[config.mk]
export PLATFORM = sky130hd
export DESIGN_NAME = fp32_to_dlfloat16_convert
export DESIGN_NICKNAME = d
export VERILOG_FILES = /design/src/hw/rtl/f2d_pkg.sv /design/src/hw/rtl/f2d_core.sv /design/src/hw/rtl/fp32_to_dlfloat16_convert.sv
export SDC_FILE = /design/constraint.sdc
export NUM_CORES = 1
export LEC_CHECK = 0
export ABC_CLOCK_PERIOD_IN_PS = 6300
export BUFFER_PORTS_ARGS = -buffer_cell sky130_fd_sc_hd__buf_2
export CAP_MARGIN = 10
export CORE_MARGIN = 1.5
export CORE_UTILIZATION = 50
export CTS_BUF_LIST = sky130_fd_sc_hd__clkbuf_16
export CTS_CLUSTER_DIAMETER = 200
export DETAILED_ROUTE_END_ITERATION = 16
export GPL_ROUTABILITY_DRIVEN = 0
export PLACE_DENSITY = 0.76
export SLEW_MARGIN = 0
export SYNTH_ARGS = -nofsm -noshare
export SYNTH_HDL_FRONTEND = slang
export SYNTH_SLANG_ARGS = --single-unit
[constraint.sdc]
create_clock -name i_clk -period 6.3 [get_ports i_clk]
set_input_delay 0 -clock i_clk [delete_from_list [all_inputs] [get_ports i_clk]]
set_output_delay 0 -clock i_clk [all_outputs]
set_load 0.05 [all_outputs]
[src/hw/rtl/f2d_pkg.sv]
// Package for the fp32 to dlfloat16 converter: status codes and result struct.
// No dependencies.
`timescale 1ns / 1ps
package f2d_pkg;
    typedef enum logic [1:0] {
        ST_FINE      = 2'd0,
        ST_INVALID   = 2'd1,
        ST_OVERFLOW  = 2'd2,
        ST_UNDERFLOW = 2'd3
    } t_status;

    typedef struct packed {
        logic [15:0] half_bits;
        t_status     status;
    } t_result;

    localparam logic [7:0]  EXP_ALL_ONES = 8'hFF;
    localparam logic [14:0] SAT_CODE     = 15'h7FFF;
endpackage

[src/hw/rtl/f2d_core.sv]
// Combinational conversion of one binary32 word into a dlfloat16 result.
// Depends on f2d_pkg.
`timescale 1ns / 1ps
module f2d_core (
    input  logic             i_full,
    input  logic [31:0]      i_word,
    output f2d_pkg::t_result o_res
);
    logic        sgn;
    logic [7:0]  bexp;
    logic [22:0] frac;
    logic [24:0] m_raw;
    logic [23:0] m;
    logic [8:0]  e;
    logic [8:0]  e_adj;
    logic [8:0]  frac_hi;

    assign sgn  = i_word[31];
    assign bexp = i_word[30:23];
    assign frac = i_word[22:0];

    // Round half away from zero at bit 13, then renormalize on carry.
    always_comb begin
        m_raw   = {2'b01, frac} + 25'h0002000;
        e       = {1'b0, bexp} - 9'd96;
        m       = m_raw[24] ? m_raw[24:1] : m_raw[23:0];
        e_adj   = m_raw[24] ? e + 9'd1 : e;
        frac_hi = m[22:14];
    end

    // Classify and pick the output code.
    always_comb begin
        o_res.half_bits = {sgn, 15'd0};
        o_res.status    = f2d_pkg::ST_FINE;
        if (bexp == f2d_pkg::EXP_ALL_ONES) begin
            o_res.half_bits = {sgn, f2d_pkg::SAT_CODE};
            o_res.status = (i_full && frac != 23'd0) ? f2d_pkg::ST_INVALID
                                                     : f2d_pkg::ST_OVERFLOW;
        end else if (bexp == 8'd0) begin
            o_res.status = (i_full && frac != 23'd0) ? f2d_pkg::ST_UNDERFLOW
                                                     : f2d_pkg::ST_FINE;
        end else if (bexp < 8'd96) begin
            o_res.status = i_full ? f2d_pkg::ST_UNDERFLOW : f2d_pkg::ST_FINE;
        end else if (e_adj == 9'd0 && m[22:13] == 10'b0000000010) begin
            o_res.half_bits = {sgn, 15'd1};
            o_res.status = i_full ? f2d_pkg::ST_UNDERFLOW : f2d_pkg::ST_FINE;
        end else if (e_adj == 9'd0 && frac_hi == 9'd0) begin
            o_res.status = i_full ? f2d_pkg::ST_UNDERFLOW : f2d_pkg::ST_FINE;
        end else if ((e_adj == 9'd63 && frac_hi == 9'h1FF) || e_adj >= 9'd64) begin
            o_res.half_bits = {sgn, f2d_pkg::SAT_CODE};
            o_res.status = f2d_pkg::ST_OVERFLOW;
        end else begin
            o_res.half_bits = {sgn, e_adj[5:0], frac_hi};
        end
    end
endmodule

[src/hw/rtl/fp32_to_dlfloat16_convert.sv]
// Top level of the fp32 to dlfloat16 converter. Depends on f2d_pkg, f2d_core.
// o_done follows start through the input register and the result register.
// Throughput: one beat per cycle; busy is always low.
// Reset: synchronous active-low i_rst_n clears valid flags and sets full-flag mode.
// The receiver cannot stall: each result is shown for exactly one cycle.
`timescale 1ns / 1ps
module fp32_to_dlfloat16_convert (
    input  logic        i_clk,
    input  logic        i_rst_n,
    input  logic        start,
    output logic        busy,
    input  logic        i_cfg_we,
    input  logic        i_cfg_wdata,
    input  logic [31:0] i_single_bits,
    output logic        o_done,
    output logic [15:0] o_half_bits,
    output logic [1:0]  o_status
);
    logic             r_full;
    logic             r_in_vld;
    logic [31:0]      r_word;
    logic             r_out_vld;
    f2d_pkg::t_result r_res;
    f2d_pkg::t_result n_res;

    assign busy = 1'b0;

    // Control registers.
    always_ff @(posedge i_clk) begin
        if (!i_rst_n) begin
            r_full    <= 1'b1;
            r_in_vld  <= 1'b0;
            r_out_vld <= 1'b0;
        end else begin
            if (i_cfg_we) r_full <= i_cfg_wdata;
            r_in_vld  <= start;
            r_out_vld <= r_in_vld;
        end
    end

    // Payload registers.
    always_ff @(posedge i_clk) begin
        r_word <= i_single_bits;
        r_res  <= n_res;
    end

    f2d_core u_core (
        .i_full (r_full),
        .i_word (r_word),
        .o_res  (n_res)
    );

    assign o_done      = r_out_vld;
    assign o_half_bits = r_res.half_bits;
    assign o_status    = r_res.status;
endmodule
==> impl_metrics.toml, run 1 <==
[run_status]
status = "complete, no violations"

[synth]
synthTopCellsByCount = "dfxtp_1, nand2_1, o21ai_0, nor2_1"
synth-xor-area-share = 0.0427
synth_area_mm2 = 0.00226
synthTopCellsByArea = "dfxtp_1, nand2_1, ha_1"
synthMuxAreaShare = 0.0316
yosysSeqAreaShare = 0.470
yosys.area_share.simple = 0.251
synth_top_family_by_area = "simple AND/OR/NAND/NOR gates"
synth_edf_count = 0
synth.ff_latch_count = 53
syn_area_per_cell_um2 = 9.53
yosysMostFrequentCell = "dfxtp_1"
synth_area_leader_cell = "dfxtp_1"
synth_top_flop_cell = "dfxtp_1"
postSynth.asyncResetShare = 0
synth_compound_area_frac = 0.109
synth_adder_area_share = 0.0332
ys_warn_count = 0
synthesis.nets = 280
synth.distinct_cells = 54
syn_inst = 237
synth_top_cell_area_share = 0.470

[cts]
clock_path_buffers = 2
cts_htree_levels = 2
clockRootBuffer = "clkbuf_16"
numCtsBuffers = 5
cts_resized = 0
cts_setup_buffers = 0
clk_pin_slew_ns = 0.07
cts.sinks = 53
cts_tree = "done"
clk_latency_ns = 0.29

[critical_path]
path_cells = "nand3_4 -> nor4_4 -> nand2_1 -> xnor2_1 -> or4b_4 -> o31ai_4 -> mux2i_1 -> a21oi_1"
cp_num_buf_inv = 0
cp_top_family = "simple AND/OR/NAND/NOR gates"
slowest_delay_ns = 0.57
cp-start-kind = "register"
worst-setup-path-type = "reg2reg"
critical_path_required_ns = 6.47
critical_path_arrival_ns = 3.18
cp_max_fo = 14
crit_slowest_cell = "nor4_4"
rrSetupSlack_ns = 3.29
end_kind = "register"

[sta]
max_freq_ghz = 0.332
worst_pin_slew_ns = 0.601
slew_headroom = 0.595
slew_viol_final = 0
fin_crit_sh = 0.478
fin_skew_ns = 0.00690
report.final.hold_viol_count = 0
setup_viol_count_final = 0
finalSetupTns_ns = 0
period_needed_ns = 3.01
rsz0062_at_grt = "false"

[power_and_ir_drop]
p_leak_uw = 0.00125
p_per_area_mw_per_mm2 = 258
clock_power_share = 0.352
p_switching_uw = 214
p_comb_frac = 0.162
p_seq_frac = 0.486
ir_worst_vdd_uv = 247
power.internal_uw = 557
netSwitchingFraction = 0.278

[layout]
drive_gt1_frac = 0.231
fin_util = 0.687
final_nets = 362
multi_input_area_mm2 = 0.00106
antenna_cells = 0
seq_area_mm2 = 0.00106
area_growth_pct = 32.5
nFillCells = 343

[worst_hold_path]
hold_class = "reg2reg"

[grt]
grt_pass1_wl_mm = 8.68
grt_start_max_net_pins = 19
grt_usage = 0.226
grt_overflow = 0
antenna_found_initial = 0
grt_pass1_vias = 1875

[run]
max-cap-violations = 0

[die]
rows = 24
core_area_mm2 = 0.00435
die_x_um = 70.2
dieArea_mm2 = 0.00493
die_h_um = 70.2
initial_core_util = 0.519
ios = 57

[detailed_routing]
postRouteAntennaNets = 0
drt_iter0_markers = 83
dr.pass1.iters = 4
num_vias = 1965
drc = 0
routed_via_density = 5.28
routed_wl_mm = 5.03
routedWlPerCell_um = 13.5

[placement]
dpl.hpwl_mm = 3.26
port_buffers = 55
[routing by layer]
metal / wire length (um) / track usage
met5: 0 / 0
met4: 138 / 0.103
met3: 387 / 0.0620
met2: 2460 / 0.389
met1: 2040 / 0.261
[sequential cells by signal, indices dropped and copies added (netlist names)]
register and flops:
o_status 2, o_half_bits 16, r_full 1, r_word 32, o_done 1, r_in_vld 1
[metrics by stage]
step                instance area, um2  std cells  setup slack, ns  hold slack [ns]  total power, uW
floorplan                         2260        237             3.69           0.0277              463
global placement                  2490        329             3.41            0.102              487
detailed placement                2490        329             3.32            0.104              488
CTS                               2990        372             3.31            0.328              775
global route                      2990        372             3.03            0.328              804
finish                            2990        372             3.29            0.329              771
[placed cells by master (no fill, tap or decap), types with 3 or more instances in the layout]
cell	Yosys	routed
buf_2	2	55
dfxtp_1	53	53
dlygate4sd3_1	0	35
nand2_1	22	22
o21ai_0	15	15
nor2_1	14	14
nand4_1	10	10
nor3_1	10	10
nor4_1	9	9
inv_1	8	8
nand3_1	7	7
a21oi_1	7	7
mux2i_1	6	6
xnor2_1	6	6
ha_1	6	6
xor2_1	5	5
clkbuf_16	0	5
nor2b_1	4	4
nand4b_1	3	3
and2_1	3	3
[worst register-to-register path: stages, from the launching register on]
cell	delay [ns]
dfxtp_1	0.55
nand3_4	0.17
nor4_4	0.57
nand2_1	0.14
xnor2_1	0.18
or4b_4	0.54
o31ai_4	0.42
mux2i_1	0.25
a21oi_1	0.09
[kinds of logic after synthesis]
group	Yosys count
simple gates	99
fa+ha+maj	6
other cells	1
buf+inv	23
mux	7
xor+xnor	11
flops	53
compound gates	37
[final timing paths]
kind / from / endpoint / depth (start not counted)
setup / recovery: r_word[17]$_DFF_P_ / o_status[1]$_DFF_P_ / 8
hold / removal: r_word[31]$_DFF_P_ / o_half_bits[15]$_DFF_P_ / 0
setup reg to reg: r_word[17]$_DFF_P_ / o_status[1]$_DFF_P_ / 8
hold reg to reg: r_word[31]$_DFF_P_ / o_half_bits[15]$_DFF_P_ / 0
[cell type report]
| type | count | area share |
|---|---|---|
| Inverter | 8 | 0.0100 |
| Sequential cell | 53 | 0.355 |
| Tap cell | 52 | 0.0217 |
| Clock buffer | 5 | 0.0418 |
| Clock inverter | 3 | 0.00878 |
| Multi-Input combinational cell | 161 | 0.354 |
| Timing Repair Buffer | 90 | 0.209 |
[timing repair]
item / CTS / global route
endpoints found under the setup margin: 0 / 0
hold buffers: 35 / 0
endpoints found under the hold margin: 35 / 0
[power groups by stage]
stage          sequential, uW  combinational (uW)  clock, uW
2_1_floorplan             413                49.5          0
3_3_place_gp              381                 106          0
3_5_place_dp              382                 106          0
4_1_cts                   374                 123        277
5_1_grt                   378                 134        293
6_report                  375                 125        272
Power figures use the tool's default switching activity.
==> run 2: changes to the inputs <==
Settings changed: ABC_CLOCK_PERIOD_IN_PS 6300 to 2800.
Clock period 6.3 ns to 2.8 ns, I/O delays scaled along.
==> run 2 against run 1 <==
Effect of this change:
- total power grew 130%
- routed wire length increased by 8.7%
- cell area rose by 5.5%
- sequential share of layout area fell by 1.8 points
- non-clock buffer count rose by 17
- hold slack improved by 0.0022 ns
- die area stayed put
- critical endpoint is now o_half_bits[1]$_SDFF_PP1_
- clock power up 150%
- via count up 3.5%
- combinational power up 150%
- global-route usage rose by 0.77 points
==> impl_metrics.toml, run 2 (synthesis results as in run 1) <==
[run_status]
status = "complete, no violations"

[critical_path]
cp_num_buf_inv = 1
critical_path_arrival_ns = 2.86
worst-setup-path-type = "reg2reg"
slowest_delay_ns = 0.52
end_kind = "register"
cp-start-kind = "register"
critical_path_required_ns = 2.97
cp_max_fo = 8
cp_top_family = "simple AND/OR/NAND/NOR gates"
crit_slowest_cell = "or4b_4"
path_cells = "ha_2 -> and4_2 -> nand3_1 -> xor2_1 -> o21ai_0 -> or4b_4 -> o31ai_4 -> buf_4 -> o21bai_1 -> nand2_1"

[die]
rows = 24
die_h_um = 70.2
ios = 57
core_area_mm2 = 0.00435
initial_core_util = 0.519
dieArea_mm2 = 0.00493
die_x_um = 70.2

[placement]
dp_cells = 346
port_buffers = 55
dpl.hpwl_mm = 3.49
dpl_worst_slack_ns = 0.0907

[cts]
clk_latency_ns = 0.29
cts_htree_levels = 2
cts.sinks = 53
clk_pin_slew_ns = 0.06
clock_path_buffers = 2
cts_tree = "done"
clockRootBuffer = "clkbuf_16"
cts_setup_buffers = 0
numCtsBuffers = 5

[grt]
grt_start_max_net_pins = 19
grt_overflow = 0
antenna_found_initial = 0
grt_pass1_wl_mm = 8.99
grt_usage = 0.234
grt_pass1_vias = 2002

[detailed_routing]
drt_iter0_markers = 100
num_vias = 2033
routed_wl_mm = 5.47
drc = 0
postRouteAntennaNets = 0
dr.pass1.iters = 4
routedWlPerCell_um = 14.0
routed_via_density = 5.23

[sta]
setup_viol_count_final = 0
slew_viol_final = 0
max_freq_ghz = 0.371
fin_skew_ns = 0.00634
rsz0062_at_grt = "true"
period_needed_ns = 2.69
fin_crit_sh = 0.962
finalSetupTns_ns = 0
fin_ws_ns = 0.107
report.final.hold_viol_count = 0

[layout]
drive_gt1_frac = 0.282
nFillCells = 328
final_cell_mix = "buf_2, dfxtp_1, dlygate4sd3_1, nand2_1, buf_4"
instances_no_fill = 389
antenna_cells = 0
final_nets = 379
seq_area_mm2 = 0.00106
final_common_cell = "buf_2"
regMostFlops = "r_word"
multi_input_area_mm2 = 0.00108
area_growth_pct = 39.7
largest_reg_flops = 32

[power_and_ir_drop]
p_per_area_mw_per_mm2 = 574
p_leak_uw = 0.00135
ir_worst_vdd_uv = 423

[run]
max-cap-violations = 0

[worst_hold_path]
hold_class = "in2reg"
[run 2: where the power goes]
part	switching (uW)	total, uW	internal [uW]	leakage [uW]
clock	252	667	415	0.0000826
combinational	186	311	125	0.000818
sequential	28.0	833	805	0.000446
total	466	1810	1350	0.00135
[run 2: timing repair]
| action | in CTS | in global routing |
|---|---|---|
| endpoints found under the setup margin | 0 | 13 |
| hold buffers | 35 | 0 |
| gates resized for setup | 0 | 6 |
| hold endpoints to repair | 35 | 0 |
[run 2: final cells by class]
type                       count  area share
multi-input combinational    161       0.343
inverter                       8     0.00952
clock inverter                 3      0.0119
tap                           52      0.0206
clock buffer                   5      0.0397
sequential                    53       0.336
timing repair buffer         107       0.239
[run 2: through the flow]
step | utilization | instance area [um2] | hold WS (ns) | total power (uW)
finish | 0.725 | 3160 | 0.331 | 1810
global route | 0.725 | 3160 | 0.343 | 1880
CTS | 0.719 | 3130 | 0.334 | 1810
detailed placement | 0.601 | 2620 | 0.104 | 1120
global placement | 0.601 | 2620 | 0.102 | 1110
floorplan | - | 2260 | 0.0277 | 1040
[run 2: final timing paths]
kind	startpoint	endpoint	slack (ns)	cells past startpoint
max reg2reg	r_word[14]$_DFF_P_	o_half_bits[1]$_SDFF_PP1_	0.11	10
min	i_single_bits[23]	r_word[23]$_DFF_P_	0.33	2
min reg2reg	r_word[31]$_DFF_P_	o_half_bits[15]$_DFF_P_	0.33	0
max	r_word[14]$_DFF_P_	o_half_bits[1]$_SDFF_PP1_	0.11	10
[run 2: worst register-to-register path: stages, from the launching register on]
cell      delay [ns]
dfxtp_1         0.41
ha_2            0.28
and4_2          0.30
nand3_1         0.10
xor2_1          0.22
o21ai_0         0.15
or4b_4          0.52
o31ai_4         0.23
buf_4           0.18
o21bai_1        0.11
nand2_1         0.06
[run 2: metal layers]
layer  part of all wire  wire (um)  vias to the layer above  GRT usage
met1               0.39       2150                      909      0.258
met5                  0          0                        -          0
met4              0.021        116                        0      0.113
met3              0.058        318                       10     0.0390
met2               0.53       2880                       83      0.431
li1                   -          -                     1031          -
